## src/rtl/core/fpra_pkg.sv

```systemverilog
// Package for the free page range allocator: widths, codes, payload types and the
// command and status structs between controller and datapath. No dependencies.
`default_nettype none
package fpra_pkg;

  localparam int unsigned MaxRanges  = 64;
  localparam int unsigned FrameW     = 52;
  localparam int unsigned IdxW       = (MaxRanges > 1) ? $clog2(MaxRanges) : 1;
  localparam int unsigned CntW       = $clog2(MaxRanges + 1);
  localparam logic [FrameW-1:0] PageStep = FrameW'(64'h1000);

  typedef logic [FrameW-1:0] frame_t;
  typedef logic [CntW-1:0]   cnt_t;
  typedef logic [IdxW-1:0]   idx_t;

  typedef enum logic [1:0] {
    CMD_REQUEST = 2'd0,
    CMD_ADD     = 2'd1,
    CMD_RESERVE = 2'd2,
    CMD_NONE    = 2'd3
  } cmd_e;

  typedef enum logic [1:0] {
    ST_OK    = 2'd0,
    ST_EMPTY = 2'd1,
    ST_FULL  = 2'd2
  } status_e;

  typedef struct packed {
    logic [1:0] cmd;
    frame_t     range_start;
    frame_t     range_end;
  } req_t;

  typedef struct packed {
    frame_t     page_frame;
    logic [1:0] status;
  } rsp_t;

  // One table entry: first frame and one-past-last frame.
  typedef struct packed {
    frame_t first;
    frame_t last;
  } entry_t;

  typedef enum logic [4:0] {
    DP_NOP,
    DP_LOAD,
    DP_READ_I,
    DP_LATCH,
    DP_REQ_WRITE,
    DP_REQ_DROP,
    DP_ADD_SETSTART,
    DP_ADD_SETEND,
    DP_INS_AT_I,
    DP_INC_I,
    DP_RSV_TRUNC,
    DP_RSV_SPLIT,
    DP_RSV_CUTEND,
    DP_RSV_DROP,
    DP_RSV_SETSTART,
    DP_RSV_SKIP,
    DP_UP_RD,
    DP_UP_WR,
    DP_INS_WR,
    DP_DN_RD,
    DP_DN_WR,
    DP_DROP_DONE,
    DP_RESP
  } dp_op_e;

  typedef enum logic [3:0] {
    S_IDLE,
    S_WALK,
    S_WAIT,
    S_EVAL,
    S_INS_CHK,
    S_UP_RD,
    S_UP_WR,
    S_INS_WR,
    S_DN_CHK,
    S_DN_RD,
    S_DN_WR,
    S_RESP
  } state_e;

  typedef struct packed {
    dp_op_e  op;
    status_e status;
  } dp_cmd_t;

  typedef struct packed {
    logic cnt_zero;
    logic cnt_full;
    logic i_ge_cnt;
    logic k_gt_p;
    logic k1_lt_cnt;
    logic req_hit;
    logic cs_eq_e;
    logic ce_eq_s;
    logic cs_gt_e;
    logic cs_lt_s;
    logic cs_eq_s;
    logic ce_lt_e;
    logic ce_gt_s;
    logic ce_gt_e;
    logic ce_eq_e;
    logic cs_ge_e;
    logic out_busy;
  } dp_stat_t;

endpackage
`default_nettype wire

```

## src/rtl/core/fpra_ctrl.sv

```systemverilog
// Controller state machine: sequences walks, table shifts and the response.
// Depends on fpra_pkg.
`default_nettype none
module fpra_ctrl (
  input  wire logic               clk_i,
  input  wire logic               rst_ni,
  input  wire logic               in_valid_i,
  output logic                    in_ready_o,
  input  wire logic [1:0]         in_cmd_i,
  input  wire fpra_pkg::dp_stat_t stat_i,
  output fpra_pkg::dp_cmd_t       cmd_o
);
  import fpra_pkg::*;

  state_e  state_q, state_d;
  cmd_e    kind_q, kind_d;
  status_e status_q, status_d;
  logic    ret_walk_q, ret_walk_d;

  always_ff @(posedge clk_i or negedge rst_ni) begin
    if (!rst_ni) begin
      state_q    <= S_IDLE;
      kind_q     <= CMD_NONE;
      status_q   <= ST_OK;
      ret_walk_q <= 1'b0;
    end else begin
      state_q    <= state_d;
      kind_q     <= kind_d;
      status_q   <= status_d;
      ret_walk_q <= ret_walk_d;
    end
  end

  always_comb begin
    state_d    = state_q;
    kind_d     = kind_q;
    status_d   = status_q;
    ret_walk_d = ret_walk_q;
    in_ready_o = 1'b0;
    cmd_o      = '{op: DP_NOP, status: status_q};
    unique case (state_q)
      S_IDLE: begin
        in_ready_o = 1'b1;
        if (in_valid_i) begin
          cmd_o.op = DP_LOAD;
          kind_d   = cmd_e'(in_cmd_i);
          status_d = ST_OK;
          unique case (cmd_e'(in_cmd_i))
            CMD_REQUEST: begin
              if (stat_i.cnt_zero) begin
                status_d = ST_EMPTY;
                state_d  = S_RESP;
              end else begin
                state_d = S_WALK;
              end
            end
            CMD_ADD, CMD_RESERVE: state_d = S_WALK;
            default:              state_d = S_RESP;
          endcase
        end
      end
      S_WALK: begin
        if (stat_i.i_ge_cnt) begin
          if (kind_q == CMD_ADD) begin
            cmd_o.op = DP_INS_AT_I;
            state_d  = S_INS_CHK;
          end else begin
            state_d = S_RESP;
          end
        end else begin
          cmd_o.op = DP_READ_I;
          state_d  = S_WAIT;
        end
      end
      S_WAIT: begin
        cmd_o.op = DP_LATCH;
        state_d  = S_EVAL;
      end
      S_EVAL: begin
        if (kind_q == CMD_REQUEST) begin
          if (stat_i.req_hit) begin
            cmd_o.op   = DP_REQ_DROP;
            ret_walk_d = 1'b0;
            state_d    = S_DN_CHK;
          end else begin
            cmd_o.op = DP_REQ_WRITE;
            state_d  = S_RESP;
          end
        end else if (kind_q == CMD_ADD) begin
          priority if (stat_i.cs_eq_e) begin
            cmd_o.op = DP_ADD_SETSTART;
            state_d  = S_RESP;
          end else if (stat_i.ce_eq_s) begin
            cmd_o.op = DP_ADD_SETEND;
            state_d  = S_RESP;
          end else if (stat_i.cs_gt_e) begin
            cmd_o.op = DP_INS_AT_I;
            state_d  = S_INS_CHK;
          end else begin
            cmd_o.op = DP_INC_I;
            state_d  = S_WALK;
          end
        end else begin
          priority if (stat_i.cs_lt_s) begin
            priority if (stat_i.ce_lt_e && stat_i.ce_gt_s) begin
              // Entry ends inside the range: cut its tail and go on from its old end.
              cmd_o.op = DP_RSV_TRUNC;
              state_d  = S_WALK;
            end else if (stat_i.ce_gt_e) begin
              if (stat_i.cnt_full) begin
                status_d = ST_FULL;
                state_d  = S_RESP;
              end else begin
                cmd_o.op = DP_RSV_SPLIT;
                state_d  = S_INS_CHK;
              end
            end else if (stat_i.ce_eq_e) begin
              cmd_o.op = DP_RSV_CUTEND;
              state_d  = S_RESP;
            end else begin
              cmd_o.op = DP_INC_I;
              state_d  = S_WALK;
            end
          end else if (stat_i.cs_eq_s) begin
            priority if (stat_i.ce_lt_e) begin
              cmd_o.op   = DP_RSV_DROP;
              ret_walk_d = 1'b1;
              state_d    = S_DN_CHK;
            end else if (stat_i.ce_eq_e) begin
              cmd_o.op   = DP_RSV_DROP;
              ret_walk_d = 1'b0;
              state_d    = S_DN_CHK;
            end else begin
              cmd_o.op = DP_RSV_SETSTART;
              state_d  = S_RESP;
            end
          end else begin
            // Gap before the entry: skip to its start; look at it again unless that is at or past the end.
            cmd_o.op = DP_RSV_SKIP;
            state_d  = stat_i.cs_ge_e ? S_RESP : S_EVAL;
          end
        end
      end
      S_INS_CHK: begin
        priority if (stat_i.cnt_full) begin
          status_d = ST_FULL;
          state_d  = S_RESP;
        end else if (stat_i.k_gt_p) begin
          state_d = S_UP_RD;
        end else begin
          state_d = S_INS_WR;
        end
      end
      S_UP_RD: begin
        cmd_o.op = DP_UP_RD;
        state_d  = S_UP_WR;
      end
      S_UP_WR: begin
        cmd_o.op = DP_UP_WR;
        state_d  = S_INS_CHK;
      end
      S_INS_WR: begin
        cmd_o.op = DP_INS_WR;
        state_d  = S_RESP;
      end
      S_DN_CHK: begin
        if (stat_i.k1_lt_cnt) begin
          state_d = S_DN_RD;
        end else begin
          cmd_o.op = DP_DROP_DONE;
          state_d  = ret_walk_q ? S_WALK : S_RESP;
        end
      end
      S_DN_RD: begin
        cmd_o.op = DP_DN_RD;
        state_d  = S_DN_WR;
      end
      S_DN_WR: begin
        cmd_o.op = DP_DN_WR;
        state_d  = S_DN_CHK;
      end
      S_RESP: begin
        if (!stat_i.out_busy) begin
          cmd_o.op = DP_RESP;
          state_d  = S_IDLE;
        end
      end
      default: state_d = S_IDLE;
    endcase
  end
endmodule
`default_nettype wire
```

## config.mk

```make
export PLATFORM = sky130hd
export DESIGN_NAME = fpra_ctrl
export DESIGN_NICKNAME = d
export VERILOG_FILES = /design/src/rtl/core/fpra_pkg.sv /design/src/rtl/core/fpra_ctrl.sv
export SDC_FILE = /design/constraint.sdc
export NUM_CORES = 1
export LEC_CHECK = 0
export BUFFER_PORTS_ARGS = -buffer_cell sky130_fd_sc_hd__buf_2
export CAP_MARGIN = 40
export CORE_MARGIN = 2
export CORE_UTILIZATION = 54
export DETAILED_ROUTE_END_ITERATION = 7
export GPL_ROUTABILITY_DRIVEN = 1
export GPL_TIMING_DRIVEN = 0
export PLACE_DENSITY = 0.83
export SLEW_MARGIN = 10
export SYNTH_ARGS = -nofsm -noshare
export SYNTH_HDL_FRONTEND = slang
export SYNTH_SLANG_ARGS = --single-unit
```

## constraint.sdc

```tcl
create_clock -name clk_i -period 4.1 [get_ports clk_i]
set_input_delay 0.41 -clock clk_i [delete_from_list [all_inputs] [get_ports clk_i]]
set_output_delay 0.41 -clock clk_i [all_outputs]
set_load 0.01 [all_outputs]
```

## Yosys cells after proc, flatten, opt, wreduce, memory -nomap -nowiden

Cells that the tools add are included.

| operators by class | value |
|---|---|
| equal/unequal tests | 24 |
| multiplexer cells | 64 |
| reduce and logical (&&, ||, !) cells | 12 |

Operator list:

| cell | count |
|---|---|
| $mux 4 | 23 |
| $pmux 5 s11 | 1 |
| $pmux 4 s12 | 1 |
| $mux 5 | 9 |
| $mux 2 | 13 |
| $eq 4x3->1 const B | 4 |
| $eq 4x4->1 const B | 4 |
| $ne 2x2->1 const B | 8 |
| $mux 1 | 13 |
| $eq 4x2->1 const B | 2 |
| $pmux 4 s2 | 1 |
| $reduce_and 7->1 | 1 |
| $mux 3 | 2 |
| $pmux 2 s3 | 1 |
| $reduce_and 6->1 | 1 |
| $reduce_bool 3->1 | 2 |
| $eq 2x1->1 const B | 2 |
| $eq 4x1->1 const B | 1 |
| $logic_not 2->1 | 2 |
| $logic_not 4->1 | 1 |
| $ne 2x1->1 const B | 2 |
| $reduce_and 2->1 | 2 |
| $eq 2x2->1 const B | 1 |
| $reduce_bool 2->1 | 1 |
| 2 further kinds | 2 |

| word-level totals | value |
|---|---|
| register bits after elaboration | 9 |
| input bits | 22 |
| output and inout port bits | 8 |
| logic and storage cells | 104 |

## Longest topological paths before layout

| depth | value |
|---|---|
| depth in word-level cells | 7 |
| depth in mapped cells | 6 |
| mapped depth without buffers | 5 |

## Worst setup path before layout

Ideal clock, no wire load.

| timing | value |
|---|---|
| path type | register -> output |
| from | register kind_q[0] |
| to | output port cmd_o[3] (netlist name) |
| data arrival time | 1395 ps |
| data required time | 3690 ps |
| path slack | 2295 ps |
| stages on the path, launching flop included | 6 |
| buffers on the path | 1 |
| cells stage by stage | dfstp_2 > nand2b_1 > buf_2 > o31ai_2 > a21oi_1 > or3_1 |

RTL lines:

| element | line | text |
|---|---|---|
| start, declared | fpra_ctrl.sv:16 | `cmd_e kind_q, kind_d;` |
| start signal, assigned | fpra_ctrl.sv:28 | `kind_q <= kind_d;` |
| end, declared | fpra_ctrl.sv:11 | `output fpra_pkg::dp_cmd_t cmd_o` |

==> flow_summary.json <==
{
  "internal_power_uw": 434,
  "grt_pass1_vias": 1030,
  "cp-end-kind": "primary output",
  "relSlewSlack_pct": 67.8,
  "core-area_um2": 1710,
  "drtPass1Iterations": 4,
  "die_w_um": 46.5,
  "critical_path_class": "register to primary output",
  "antenna_found_initial": 0,
  "area_delta_synth_final_pct": 21.8,
  "io_pins": 30,
  "cap_violations": 0,
  "port_buffers": 29,
  "cts_tree": "yes",
  "yosys_warnings": 0,
  "clk_latency_ns": 0.26,
  "via_per_inst": 6.19,
  "gp_congestion": 0.928,
  "finalSetupViolations": 0,
  "synth_cells": 135,
  "cp.arrival_ns": 1.88,
  "clockPowerShare_pct": 7.9,
  "ys_top_cells_by_area": "dfrtp_1 (18%), a21oi_1 (8.2%), nand2_1 (5.8%), o21ai_0 (5.6%), dfstp_2 (5.4%)",
  "die-area_um2": 2160,
  "clockBufferDepth": 2,
  "dpl_worst_slack_ns": 1.96,
  "grt_max_degree": 11,
  "rows": 15,
  "synthMostInstantiatedCell": "a21oi_1",
  "fmax_mhz": 436,
  "grt_first_pass_wirelength_um": 4350,
  "grt.total_usage_pct": 28.7,
  "crit_fanout": 8,
  "hp-class": "input port to register",
  "clock_sinks": 9,
  "grt_setup_unrepaired": "false",
  "drt-wirelength-per-cell_um": 14.6,
  "switchingPower_uw": 414,
  "start_kind": "register",
  "combPwrFrac_pct": 70.3,
  "drtAntennaViolNets": 0,
  "cp_num_buf_inv": 2,
  "clkTransAtPathRegs_ns": 0.05,
  "swShare_pct": 48.8,
  "seq_area_frac_synth_pct": 23.3,
  "worst_pin_slew_ns": 0.482,
  "postCtsSetupBuffers": 0,
  "path_cells": "nand2b_1 -> buf_2 -> o31ai_2 -> a21oi_1 -> or3_1 -> buf_2",
  "ir_drop_mv": 0.568,
  "p_seq_share_pct": 21.8,
  "avgSynthCellArea_um2": 7.23,
  "drive_gt1_share_pct": 29.6,
  "synth.distinct_cells": 46,
  "p_leak_nw": 0.516,
  "synth-main-ff-cell": "dfrtp_1",
  "place_hpwl_um": 2240,
  "synth_area_leader_cell": "dfrtp_1",
  "synth_edf_count": 0,
  "gr-total-overflow": 0,
  "vias": 1201,
  "power_density_nw_per_um2": 714,
  "routed_wl_um": 2830,
  "cts-root-buf": "clkbuf_4",
  "crit_slowest_cell": "dfstp_2",
  "drt-initial-drc-count": 43,
  "hold_slack_ns": 0.425,
  "n_antenna_cell": 0,
  "finalNetCount": 192,
  "final-max-slew-violation-count": 0,
  "synth_top_area_share_pct": 17.9,
  "finalCritPeriodShare_pct": 55.9,
  "final_hold_viol_count": 0,
  "fin_skew_ns": 0.00620,
  "timing.final.ws_setup_ns": 1.81,
  "cts_buffers": 3,
  "async_flop_share_pct": 100,
  "initial_core_util_pct": 57.1,
  "status": "complete, no violations",
  "synth_area_um2": 976,
  "syn_nets": 157,
  "drc": 0,
  "ys_top_cells_by_count": "a21oi_1 (16), nand2_1 (15), nor2_1 (11), o21ai_0 (11)",
  "die-height_um": 46.5,
  "crit_path_max_incr_delay_ns": 0.60,
  "cts.repair.resized": 0,
  "crit_family": "flip-flops",
  "finalSetupTns_ns": 0,
  "ys_seq_elements": 9,
  "period_needed_ns": 2.29,
  "crit_top_cell": "buf_2",
  "post-route-util_pct": 69.6,
  "h-tree-depth": 1,
  "crit_required_ns": 3.69
}
[path summary, 6_finish.rpt]
path	depth (start not counted)	endpoint	slack [ns]	from
worst max-delay path	6	cmd_o[3]	1.81	kind_q[0]
worst min-delay path	2	kind_q[0]	0.42	in_cmd_i[0]
worst max register to register	5	state_q[1]	2.47	state_q[0]
worst min register to register	1	status_q[1]	0.50	status_q[1]
max in group asynchronous	2	kind_q[1]	3.30	rst_ni
min in group asynchronous	2	state_q[2]	0.55	rst_ni
[worst register-to-register path, stage by stage, from the launching register on]
cell and delay, ns:
dfrtp_1 0.44, nor2_1 0.34, nand2_1 0.17, o21ai_0 0.30, a31o_1 0.15, o311ai_1 0.10
[per-layer routing]
layer | GRT usage [%] | vias up | part of all wire, %
met5 | 0 | - | 0
met1 | 34.5 | 546 | 39
met3 | 5.88 | 10 | 8.5
li1 | - | 574 | -
met4 | 7.43 | 0 | 1.6
met2 | 51.4 | 71 | 51
[cells in the final DEF (no fill, tap or decap), types with 2 or more instances in the layout]
cell type,count
buf_2,33
a21oi_1,16
nand2_1,15
nor2_1,11
o21ai_0,11
inv_1,7
nor2b_1,7
dfrtp_1,7
o22ai_1,5
nand3_1,4
nand2b_1,3
o211ai_1,3
a211oi_1,3
clkbuf_4,3
a22oi_1,2
or3_1,2
mux2_2,2
a21boi_0,2
a31oi_1,2
dfstp_2,2
[kinds of logic after synthesis]
family,count (synthesis),share of synthesized area (%)
fa+ha+maj,1,1.03
compound gates,56,36.9
simple gates,54,29.7
buf+inv,13,6.67
flops,9,23.3
mux,2,2.31
[per-stage QoR]
step | power [mW] | cell area, um^2 | instances
after global routing | 0.917 | 1190 | 194
after CTS | 0.841 | 1190 | 194
after floorplan | 0.611 | 976 | 135
final | 0.848 | 1190 | 194
after global placement | 0.757 | 1150 | 189
after detailed placement | 0.771 | 1150 | 189
[flip-flops by register name, summed over array words and instances (netlist names)]
| register | cells |
|---|---|
| kind_q | 2 |
| state_q | 4 |
| ret_walk_q | 1 |
| status_q | 2 |
[power groups by stage]
stage / sequential, mW / clock [mW] / combinational, mW
2_1_floorplan: 0.175 / 0 / 0.436
3_3_place_gp: 0.182 / 0 / 0.575
3_5_place_dp: 0.184 / 0 / 0.588
4_1_cts: 0.182 / 0.0693 / 0.590
5_1_grt: 0.192 / 0.0749 / 0.650
6_report: 0.185 / 0.0672 / 0.597
[layout make-up]
type                    count  area (um^2)
flip-flops and latches      9          228
inverters                   7         26.3
clock buffers               4         26.3
well taps                  25         31.3
plain buffers               6         38.8
fillers                   154          519
multi-input cells         113          683
repair buffers             30          155
[what timing repair did]
| action | CTS | global route |
|---|---|---|
| endpoints found under the setup margin | 0 | 0 |
| hold buffers | 1 | 0 |
| hold endpoints to repair | 7 | 0 |
(Power assumes the default switching activity.)
